### config.mk
export PLATFORM = sky130hd
export DESIGN_NAME = dhks_rem_unit
export DESIGN_NICKNAME = d
export VERILOG_FILES = /design/src/sv/dhks_pkg.sv /design/src/sv/dhks_rem_unit.sv
export VERILOG_INCLUDE_DIRS = /design/src /design/src/sv
export SDC_FILE = /design/constraint.sdc
export NUM_CORES = 1
export LEC_CHECK = 0
export BUFFER_PORTS_ARGS = -buffer_cell sky130_fd_sc_hd__buf_2
export CAP_MARGIN = 15
export CORE_MARGIN = 4
export CORE_UTILIZATION = 55
export CTS_BUF_LIST = sky130_fd_sc_hd__clkbuf_4
export DETAILED_ROUTE_END_ITERATION = 8
export HOLD_SLACK_MARGIN = 0.06
export PLACE_DENSITY_LB_ADDON = 0.12
export SETUP_SLACK_MARGIN = 0.5
export SYNTH_ARGS = -nofsm -noshare
export SYNTH_HDL_FRONTEND = slang
export SYNTH_SLANG_ARGS = --single-unit
### constraint.sdc
create_clock -name clk_i -period 10.03 [get_ports clk_i]
set_clock_uncertainty 0.1 [all_clocks]
set_input_delay 0.5015 -clock clk_i [delete_from_list [all_inputs] [get_ports clk_i]]
set_output_delay 0.5015 -clock clk_i [all_outputs]
set_load 0.05 [all_outputs]
### src/sv/double_hash_key_set_top_macros.svh
// assertion macros for the double hash key set
// used by dhks_rem_unit and double_hash_key_set_top; no other dependencies
`ifndef DOUBLE_HASH_KEY_SET_TOP_MACROS_SVH
`define DOUBLE_HASH_KEY_SET_TOP_MACROS_SVH
`ifndef SYNTH
// a holds in a cycle -> b holds in the same cycle
`define DHKS_ASSERT_IMP(label, clk, rst_n, a, b) \
  label: assert property (@(posedge clk) disable iff (!(rst_n)) (a) |-> (b)) \
    else $error("dhks assertion failed");
// a holds in a cycle -> b holds in the next cycle
`define DHKS_ASSERT_NXT(label, clk, rst_n, a, b) \
  label: assert property (@(posedge clk) disable iff (!(rst_n)) (a) |=> (b)) \
    else $error("dhks assertion failed");
`else
`define DHKS_ASSERT_IMP(label, clk, rst_n, a, b)
`define DHKS_ASSERT_NXT(label, clk, rst_n, a, b)
`endif
`endif

### src/sv/dhks_pkg.sv
// shared types and constants of the double hash key set
// no dependencies
package dhks_pkg;

  localparam int unsigned DEPTH_DEF          = 4096;
  localparam int unsigned STRIDE_MODULUS_DEF = 11;

  localparam int unsigned KEY_W      = 63;
  localparam int unsigned SIZE_W     = 12;
  localparam int unsigned DIVIDEND_W = 64;
  localparam int unsigned DIGIT_BITS = 4;
  localparam int unsigned KEY_DIGITS = DIVIDEND_W / DIGIT_BITS;
  localparam int unsigned STEP_DIGITS = 2;
  localparam int unsigned STEP_FIELD_W = STEP_DIGITS * DIGIT_BITS;
  localparam int unsigned DIG_CNT_W  = $clog2(KEY_DIGITS);

  localparam logic [SIZE_W-1:0] TABLE_SIZE_RST = 12'd4093;

  typedef enum logic [1:0] {
    OP_INSERT = 2'd0,
    OP_LOOKUP = 2'd1,
    OP_CLEAR  = 2'd2
  } op_e;

  typedef enum logic [2:0] {
    STAT_PRESENT   = 3'd0,
    STAT_INSERTED  = 3'd1,
    STAT_NOT_FOUND = 3'd2,
    STAT_FULL      = 3'd3,
    STAT_CLEARED   = 3'd4
  } status_e;

  typedef enum logic [3:0] {
    ST_INIT,
    ST_IDLE,
    ST_DIV_KEY,
    ST_STEP_LOAD,
    ST_DIV_STEP,
    ST_READ,
    ST_CHECK,
    ST_CLEAR,
    ST_DONE
  } state_e;

  typedef struct packed {
    logic load;
    logic run;
  } dhks_rem_ctrl_t;

  typedef struct packed {
    logic             valid;
    logic [KEY_W-1:0] key;
  } dhks_entry_t;

endpackage

### src/sv/dhks_rem_unit.sv
// shared remainder unit: four dividend bits per cycle while run is set, msb first
// reduces modulo the table size and modulo the stride modulus; uses dhks_pkg
`include "double_hash_key_set_top_macros.svh"
module dhks_rem_unit
  import dhks_pkg::*;
#(
  parameter int unsigned STRIDE_MODULUS = STRIDE_MODULUS_DEF,
  localparam int unsigned MW = $clog2(STRIDE_MODULUS)
) (
  input  logic                  clk_i,
  input  logic                  rst_ni,
  input  dhks_rem_ctrl_t        ctrl_i,
  input  logic [DIVIDEND_W-1:0] dividend_i,
  input  logic [SIZE_W-1:0]     divisor_i,
  output logic [SIZE_W-1:0]     rem_o,
  output logic [MW-1:0]         rem_m_o
);

  localparam logic [MW:0] MOD_W = (MW + 1)'(STRIDE_MODULUS);

  logic [DIVIDEND_W-1:0] shreg_q;
  logic [SIZE_W-1:0]     rem_q, rem_d;
  logic [MW-1:0]         remm_q, remm_d;

  always_comb begin
    logic [SIZE_W:0] r;
    logic [MW:0]     rm;
    r  = {1'b0, rem_q};
    rm = {1'b0, remm_q};
    // restoring steps, partial remainder always below twice the divisor
    for (int i = 0; i < DIGIT_BITS; i++) begin
      r = {r[SIZE_W-1:0], shreg_q[DIVIDEND_W-1-i]};
      if (r >= {1'b0, divisor_i}) begin
        r = r - {1'b0, divisor_i};
      end
      rm = {rm[MW-1:0], shreg_q[DIVIDEND_W-1-i]};
      if (rm >= MOD_W) begin
        rm = rm - MOD_W;
      end
    end
    rem_d  = r[SIZE_W-1:0];
    remm_d = rm[MW-1:0];
  end

  always_ff @(posedge clk_i) begin
    if (ctrl_i.load) begin
      shreg_q <= dividend_i;
      rem_q   <= '0;
      remm_q  <= '0;
    end else if (ctrl_i.run) begin
      shreg_q <= shreg_q << DIGIT_BITS;
      rem_q   <= rem_d;
      remm_q  <= remm_d;
    end
  end

  assign rem_o   = rem_q;
  assign rem_m_o = remm_q;

  `DHKS_ASSERT_NXT(a_rem_below_divisor, clk_i, rst_ni, ctrl_i.run, rem_q < divisor_i)

endmodule

==> results.sh, run 1 <==
export IMPL_status="completed"
export IMPL_drt_vias_per_instance=5.91
export IMPL_htreeDepth=3
export IMPL_ys_seq_area_frac=0.330
export IMPL_fp_row_count=40
export IMPL_drt_iter0_drc=480
export IMPL_route_vias_total=5799
export IMPL_ys_types=73
export IMPL_grt_usage=0.240
export IMPL_setup_viol=0
export IMPL_syn_nets=829
export IMPL_die_w_um=119
export IMPL_worstSetupPathType="flip-flop to flip-flop"
export IMPL_worst_setup_path_start_kind="flip-flop"
export IMPL_drc_errors=0
export IMPL_nNetsFinal=944
export IMPL_critical_path_top_delay_family="compound AO/OA/AOI/OAI gates"
export IMPL_slew_viol_final=0
export IMPL_syn_inst=693
export IMPL_wl_per_cell_um=17.6
export IMPL_coreArea_um2=12100
export IMPL_synth_top_cell_area_share=0.283
export IMPL_layout_common_cells="buf_2 (95), mux2_2 (72), edfxtp_1 (64)"
export IMPL_clk_path_buf_depth=2
export IMPL_synth_flop_cell="edfxtp_1"
export IMPL_r2r_start="rem_o[0]$_SDFFE_PP0P_"
export IMPL_grt_max_degree=84
export IMPL_synth_area_leaders="edfxtp_1 (28%), mux2_2 (12%), ha_1 (9.6%)"
export IMPL_min_to="shreg_q[59]$_DFFE_PP_"
export IMPL_cts_tree="done"
export IMPL_cp_max_fo=19
export IMPL_r2r_cells=37
export IMPL_cts_hold_fix_buffers=0
export IMPL_gr_total_overflow=0
export IMPL_cp_depth=37
export IMPL_ant_nets=0
export IMPL_async_flop_share=0
export IMPL_antenna_found_initial=0
export IMPL_cts_sink_count=80
export IMPL_die_area_um2=14200
export IMPL_critPathMaxStageDelay_ns=0.45
export IMPL_routed_wl_um=17300
export IMPL_hp_class="primary input to flip-flop"
export IMPL_firstDrtPassIters=5
export IMPL_rsz0062_at_grt="no"
export IMPL_num_io_pins=96
export IMPL_critical_path_slowest_cell="a211oi_1"
export IMPL_path_buf_inv=5
export IMPL_mostFrequentLayoutCell="buf_2"
export IMPL_r2r_slack_ns=0.87
export IMPL_syn_area_um2=6800
export IMPL_worst_pin_slew_ns=0.939
export IMPL_critPathArrivalTime_ns=9.43
export IMPL_synth_top_area_cell="edfxtp_1"
export IMPL_max_cap_viol_count=0
export IMPL_port_buffers=94
export IMPL_crit_required_ns=10.30
export IMPL_fmax_mhz=109
export IMPL_setup_tns_ns=0
export IMPL_syn_avg_cell_area_um2=9.81
export IMPL_slew_headroom=0.374
export IMPL_initial_core_util=0.564
export IMPL_clk_pin_slew_ns=0.15
export IMPL_diodes=0
export IMPL_area_growth_pct=17.1
export IMPL_synth_edf_count=64
export IMPL_dp_hpwl_um=13400
export IMPL_gp_congestion=0.955
export IMPL_ys_ff_latch=80
export IMPL_synth_warning_count=0
export IMPL_cts_made_buffers=9
export IMPL_die_y_um=119
export IMPL_end_kind="flip-flop"
export IMPL_hold_violations=0
export IMPL_period_minus_slack_ns=9.16
export IMPL_grt_pass1_wl_um=27600
export IMPL_cts_root_buf="clkbuf_4"
export IMPL_min_period_over_period=0.913
export IMPL_clock_latency_ns=0.45
export IMPL_hold_depth=2
export IMPL_min_delay_start="dividend_i[59]"
export IMPL_drive_above_1_share=0.319
export IMPL_first_global_vias=5615
export IMPL_reg2reg_to="rem_o[0]$_SDFFE_PP0P_"
## how the worst max path moves through the flow
stage                                     start                endpoint
after floorplan                    divisor_i[1]  rem_o[10]$_SDFFE_PP0P_
after global placement             divisor_i[1]   rem_o[0]$_SDFFE_PP0P_
after detailed placement           divisor_i[1]  rem_o[10]$_SDFFE_PP0P_
after CTS                 shreg_q[63]$_DFFE_PP_   rem_o[0]$_SDFFE_PP0P_
after global routing      rem_o[0]$_SDFFE_PP0P_   rem_o[0]$_SDFFE_PP0P_
final                     rem_o[0]$_SDFFE_PP0P_   rem_o[0]$_SDFFE_PP0P_
## logic make-up (layout without fill, tap and decap cells)
group / Yosys count / after routing / synth area share
adders and majority gates: 56 / 56 / 0.107
buffers and inverters: 65 / 185 / 0.0373
xor gates and xnor gates: 32 / 32 / 0.0412
muxes: 95 / 95 / 0.154
DFF: 80 / 80 / 0.330
AOI/OAI and AO/OA: 192 / 192 / 0.201
and+or+nand+nor: 173 / 173 / 0.130
## sequential cells by signal, indices dropped and copies added (netlist names)
signal and flops:
shreg_q 64, rem_o 12, rem_m_o 4
## metrics by stage
step / utilization / hold slack [ns] / std cells / area (um2) / setup WS, ns
2_1_floorplan: - / 0.425 / 693 / 6860 / 0.541
3_3_place_gp: 0.632 / 0.421 / 958 / 7630 / 0.362
3_5_place_dp: 0.632 / 0.419 / 958 / 7630 / 0.119
4_1_cts: 0.648 / 0.222 / 974 / 7810 / 0.557
5_1_grt: 0.660 / 0.204 / 981 / 7960 / 0.459
6_report: 0.660 / 0.244 / 981 / 7960 / 0.873
## synthesized netlist by cell type (3+ instances only)
master,count
ha_1,52
dfxtp_1,16
xnor2_1,19
a211oi_1,16
nor3b_1,3
o21ai_0,30
mux2i_1,22
mux2_2,72
xor2_1,13
o31ai_1,5
inv_1,39
o31a_1,4
o21a_1,12
nor2_1,46
nand4_1,7
nor2b_1,14
nor3_1,18
nand2_1,34
a31oi_1,3
a22oi_1,4
a211o_1,3
o211ai_1,13
edfxtp_1,64
a21oi_1,44
o21bai_1,4
nand3_1,7
and4_1,3
nand2b_1,14
fa_1,4
or2_2,6
clkbuf_1,20
a21o_1,17
and2_1,6
o41ai_1,3
a21boi_0,5
## repair_timing
item                       4_1_cts  5_1_grt
cloned                           0        1
resized for setup                4       24
setup buffers                    0        6
setup endpoints to repair        4       12
pin swaps                        0        8
## per-layer routing
layer | GRT usage | up-vias | part of all wire
li1 | - | 2852 | -
met1 | 0.331 | 2731 | 0.45
met2 | 0.382 | 185 | 0.47
met3 | 0.0532 | 31 | 0.061
met4 | 0.0623 | 0 | 0.022
met5 | 0 | - | 0
## final cells by class
class / count / area (um2)
Clock inverter: 6 / 90.1
Inverter: 40 / 154
Sequential cell: 80 / 2250
Timing Repair Buffer: 129 / 754
Fill cell: 984 / 4100
Clock buffer: 10 / 75.1
Tap cell: 168 / 210
Multi-Input combinational cell: 548 / 4430
Power of run 1 is left out: the tool's default activity adds up to more than one toggle a clock period on the data nets, which glitch-free logic cannot reach.
==> run 2, diff against run 1 <==
GPL_TIMING_DRIVEN = 0   (was not set)
==> run 2 against run 1 <==
Net effect: global-route usage is 0.34 points higher; final area up 6.2%; setup slack got worse by 0.15 ns; final cell count increased by 3.1%; clock-buffer cell count unchanged; core utilization is 4.1 points higher; fmax decreased by 1.6%; via count is 2.6% higher; sequential share of layout area is 1.7 points lower; highest routed layer unchanged.
==> results.sh, run 2 (synthesis results as in run 1) <==
export IMPL_rsz0062_at_grt="no"
export IMPL_worst_setup_path_start_kind="flip-flop"
export IMPL_fp_row_count=40
export IMPL_port_buffers=94
export IMPL_clk_pin_slew_ns=0.12
export IMPL_initial_core_util=0.564
export IMPL_cp_max_fo=7
export IMPL_wl_per_cell_um=17.9
export IMPL_drt_vias_per_instance=5.88
export IMPL_drive_above_1_share=0.352
export IMPL_startpoint="rem_o[5]$_SDFFE_PP0P_"
export IMPL_status="completed"
export IMPL_nFillCells=906
export IMPL_ant_nets=0
export IMPL_multi_input_area_um2=4660
export IMPL_nNetsFinal=974
export IMPL_end_kind="flip-flop"
export IMPL_largest_reg_flops=64
export IMPL_worstSetupPathType="flip-flop to flip-flop"
export IMPL_critPathMaxStageDelay_ns=0.49
export IMPL_top_register="shreg_q"
export IMPL_first_global_vias=5750
export IMPL_dpl_cell_area_um2=7560
export IMPL_diodes=0
export IMPL_antenna_found_initial=0
export IMPL_seq_area_um2=2250
export IMPL_grt_usage=0.243
export IMPL_htreeDepth=3
export IMPL_grt_pass1_wl_um=28000
export IMPL_mostFrequentLayoutCell="buf_2"
export IMPL_area_growth_pct=24.4
export IMPL_min_delay_start="dividend_i[3]"
export IMPL_die_w_um=119
export IMPL_die_y_um=119
export IMPL_hold_violations=0
export IMPL_slew_headroom=0.433
export IMPL_route_vias_total=5947
export IMPL_critical_path_slowest_cell="a2111o_1"
export IMPL_layout_common_cells="buf_2 (95), mux2_2 (71), edfxtp_1 (64)"
export IMPL_cts_made_buffers=9
export IMPL_num_io_pins=96
export IMPL_die_area_um2=14200
export IMPL_clock_latency_ns=0.44
export IMPL_clk_path_buf_depth=2
export IMPL_gr_total_overflow=0
export IMPL_slew_viol_final=0
export IMPL_cts_sink_count=80
export IMPL_setup_viol=0
export IMPL_gp_congestion=0.947
export IMPL_max_cap_viol_count=0
export IMPL_drt_iter0_drc=396
export IMPL_fmax_mhz=107
export IMPL_cts_root_buf="clkbuf_4"
export IMPL_cts_hold_fix_buffers=0
export IMPL_dp_hpwl_um=13700
export IMPL_r2r_start="rem_o[5]$_SDFFE_PP0P_"
export IMPL_coreArea_um2=12100
export IMPL_hp_class="primary input to flip-flop"
export IMPL_grt_max_degree=34
export IMPL_critPathArrivalTime_ns=9.56
export IMPL_fin_area_um2=8460
export IMPL_cts_tree="done"
export IMPL_worst_pin_slew_ns=0.844
export IMPL_crit_required_ns=10.28
export IMPL_firstDrtPassIters=5
export IMPL_routed_wl_um=18100
export IMPL_period_minus_slack_ns=9.31
export IMPL_min_period_over_period=0.928
export IMPL_drc_errors=0
export IMPL_hold_ws_ns=0.255
run 2: layout make-up:
| cell class | count | share of cell area |
|---|---|---|
| clock buffer | 10 | 0.00887 |
| multi-input combinational | 548 | 0.551 |
| inverter | 40 | 0.0188 |
| tap | 168 | 0.0248 |
| sequential | 80 | 0.266 |
| clock inverter | 6 | 0.0127 |
| timing repair buffer | 134 | 0.0953 |
| buffer | 25 | 0.0228 |
run 2: per-stage QoR:
| step | std cells | utilization | setup WS [ns] | setup TNS (ns) |
|---|---|---|---|---|
| final | 1011 | 0.701 | 0.724 | 0 |
| after global routing | 1011 | 0.701 | 0.443 | 0 |
| after CTS | 986 | 0.661 | 0.511 | 0 |
| after detailed placement | 956 | 0.627 | -1.44 | -15.93 |
| after global placement | 955 | 0.625 | -1.27 | -14.06 |
| after floorplan | 693 | - | 0.541 | 0 |
run 2: final timing paths:
kind / endpoint / slack, ns / depth (start not counted)
setup / recovery: rem_o[0]$_SDFFE_PP0P_ / 0.72 / 41
hold / removal: shreg_q[3]$_SDFFCE_PN0P_ / 0.26 / 2
setup reg to reg: rem_o[0]$_SDFFE_PP0P_ / 0.72 / 41
hold reg to reg: rem_o[5]$_SDFFE_PP0P_ / 0.44 / 2
run 2: metal layers:
metal | wire, um | global-route usage | part of all wire | up-vias
li1 | - | - | - | 2915
met1 | 7650 | 0.310 | 0.42 | 2814
met2 | 9020 | 0.415 | 0.50 | 191
met3 | 1090 | 0.0475 | 0.060 | 27
met4 | 302 | 0.0775 | 0.017 | 0
met5 | 0 | 0 | 0 | -
run 2: critical path, delay by kind of cell, from the launching register on:
family / cells / cell delay (ns)
buf+inv: 6 / 0.98
simple gates: 7 / 0.91
flops: 1 / 0.38
fa+ha+maj: 4 / 1.07
mux: 3 / 0.86
compound gates: 21 / 4.91
run 2: timing repair:
item / CTS / global route
setup endpoints to repair: 12 / 12
setup buffers: 14 / 23
resized for setup: 29 / 57
pin swaps: 13 / 26
cloned: 0 / 2
Power of run 2 is left out for the same reason.
==> run 3, diff against run 2 <==
--- a/constraint.sdc
+++ b/constraint.sdc
@@ -3,3 +3,3 @@
 set_input_delay 0.5015 -clock clk_i [delete_from_list [all_inputs] [get_ports clk_i]]
 set_output_delay 0.5015 -clock clk_i [all_outputs]
-set_load 0.05 [all_outputs]
+set_load 0.01 [all_outputs]
==> run 3 against run 2 <==
Net effect: hold slack got worse by 0.026 ns; highest routed layer unchanged; first-iteration DRC count increased by 7.1%; final area decreased by 1.1%; sequential share of layout area increased by 0.29 points; routed wire length increased by 3.0%; flip-flop and latch count unchanged; clock-buffer cell count increased by 1; via count increased by 1.2%; register-to-register slack got worse by 0.05 ns; non-clock buffer count decreased by 6; global-route usage increased by 0.89 points.
==> results.sh, run 3 (synthesis results as in run 1) <==
export IMPL_coreArea_um2=12100
export IMPL_period_minus_slack_ns=9.35
export IMPL_initial_core_util=0.564
export IMPL_diodes=0
export IMPL_grt_pass1_wl_um=28700
export IMPL_cts_tree="done"
export IMPL_slew_viol_final=0
export IMPL_drive_above_1_share=0.349
export IMPL_firstDrtPassIters=7
export IMPL_cts_root_buf="clkbuf_4"
export IMPL_clock_latency_ns=0.44
export IMPL_drc_errors=0
export IMPL_fmax_mhz=107
export IMPL_die_w_um=119
export IMPL_cp_max_fo=10
export IMPL_die_y_um=119
export IMPL_drt_iter0_drc=424
export IMPL_critical_path_slowest_cell="edfxtp_1"
export IMPL_routed_wl_um=18600
export IMPL_grt_max_degree=34
export IMPL_drt_vias_per_instance=5.99
export IMPL_path_buf_inv=10
export IMPL_setup_viol=0
export IMPL_dpl_cell_area_um2=7550
export IMPL_die_area_um2=14200
export IMPL_worst_setup_path_start_kind="flip-flop"
export IMPL_crit_required_ns=10.25
export IMPL_cts_hold_fix_buffers=0
export IMPL_clk_path_buf_depth=2
export IMPL_wl_per_cell_um=18.5
export IMPL_cts_sink_count=80
export IMPL_dp_hpwl_um=14000
export IMPL_antenna_found_initial=0
export IMPL_ant_nets=0
export IMPL_critPathMaxStageDelay_ns=0.44
export IMPL_status="completed"
export IMPL_cts_made_buffers=9
export IMPL_gr_total_overflow=0
export IMPL_worst_pin_slew_ns=0.919
export IMPL_end_kind="flip-flop"
export IMPL_fin_area_um2=8360
export IMPL_min_period_over_period=0.933
export IMPL_gp_congestion=0.940
export IMPL_rsz0062_at_grt="no"
export IMPL_slew_headroom=0.383
export IMPL_hp_class="primary input to flip-flop"
export IMPL_area_growth_pct=23.0
export IMPL_cpMostUsedCell="buf_6"
export IMPL_critical_path_top_delay_family="compound AO/OA/AOI/OAI gates"
export IMPL_top_register="shreg_q"
export IMPL_max_cap_viol_count=0
export IMPL_worstSetupPathType="flip-flop to flip-flop"
export IMPL_layout_common_cells="buf_2 (95), mux2_2 (71), edfxtp_1 (64)"
export IMPL_critPathArrivalTime_ns=9.57
export IMPL_clk_pin_slew_ns=0.13
export IMPL_first_global_vias=5836
export IMPL_num_io_pins=96
export IMPL_hold_violations=0
export IMPL_htreeDepth=3
export IMPL_port_buffers=94
export IMPL_mostFrequentLayoutCell="buf_2"
export IMPL_largest_reg_flops=64
export IMPL_fp_row_count=40
export IMPL_grt_usage=0.252
export IMPL_route_vias_total=6019
export IMPL_nNetsFinal=968
run 3: what timing repair did:
item,4_1_cts,5_1_grt
resized for setup,29,65
cloned,0,1
hold endpoints to repair,0,0
pin swaps,11,29
setup buffers,13,19
endpoints found under the setup margin,12,12
run 3: metrics by stage:
| step | TNS [ns] | instances | utilization | hold WS (ns) | setup slack [ns] |
|---|---|---|---|---|---|
| after floorplan | 0 | 693 | - | 0.425 | 0.542 |
| after global placement | -13.81 | 955 | 0.624 | 0.426 | -1.25 |
| after detailed placement | -16.24 | 956 | 0.626 | 0.434 | -1.49 |
| after CTS | 0 | 985 | 0.657 | 0.218 | 0.503 |
| after global routing | 0 | 1005 | 0.693 | 0.211 | 0.435 |
| final | 0 | 1005 | 0.693 | 0.230 | 0.677 |
run 3: area by class of cell:
type	count	area, um2
Clock buffer	11	82.6
Buffer	25	176
Sequential cell	80	2250
Tap cell	168	210
Clock inverter	5	57.6
Inverter	40	159
Fill cell	939	3700
Timing Repair Buffer	128	747
Multi-Input combinational cell	548	4680
run 3: layer usage:
layer,vias up,global-route usage,share of wire
li1,2893,-,-
met1,2896,0.327,0.42
met2,198,0.428,0.49
met3,32,0.0508,0.064
met4,0,0.0681,0.019
met5,-,0,0
run 3: path summary, 6_finish.rpt:
check	startpoint	end	slack [ns]	depth (start not counted)
hold / removal	dividend_i[2]	shreg_q[2]$_SDFFCE_PN0P_	0.23	2
hold reg to reg	rem_o[5]$_SDFFE_PP0P_	rem_o[5]$_SDFFE_PP0P_	0.44	2
setup reg to reg	shreg_q[63]$_DFFE_PP_	rem_o[10]$_SDFFE_PP0P_	0.68	46
setup / recovery	shreg_q[63]$_DFFE_PP_	rem_o[10]$_SDFFE_PP0P_	0.68	46
Power of run 3 is left out for the same reason.
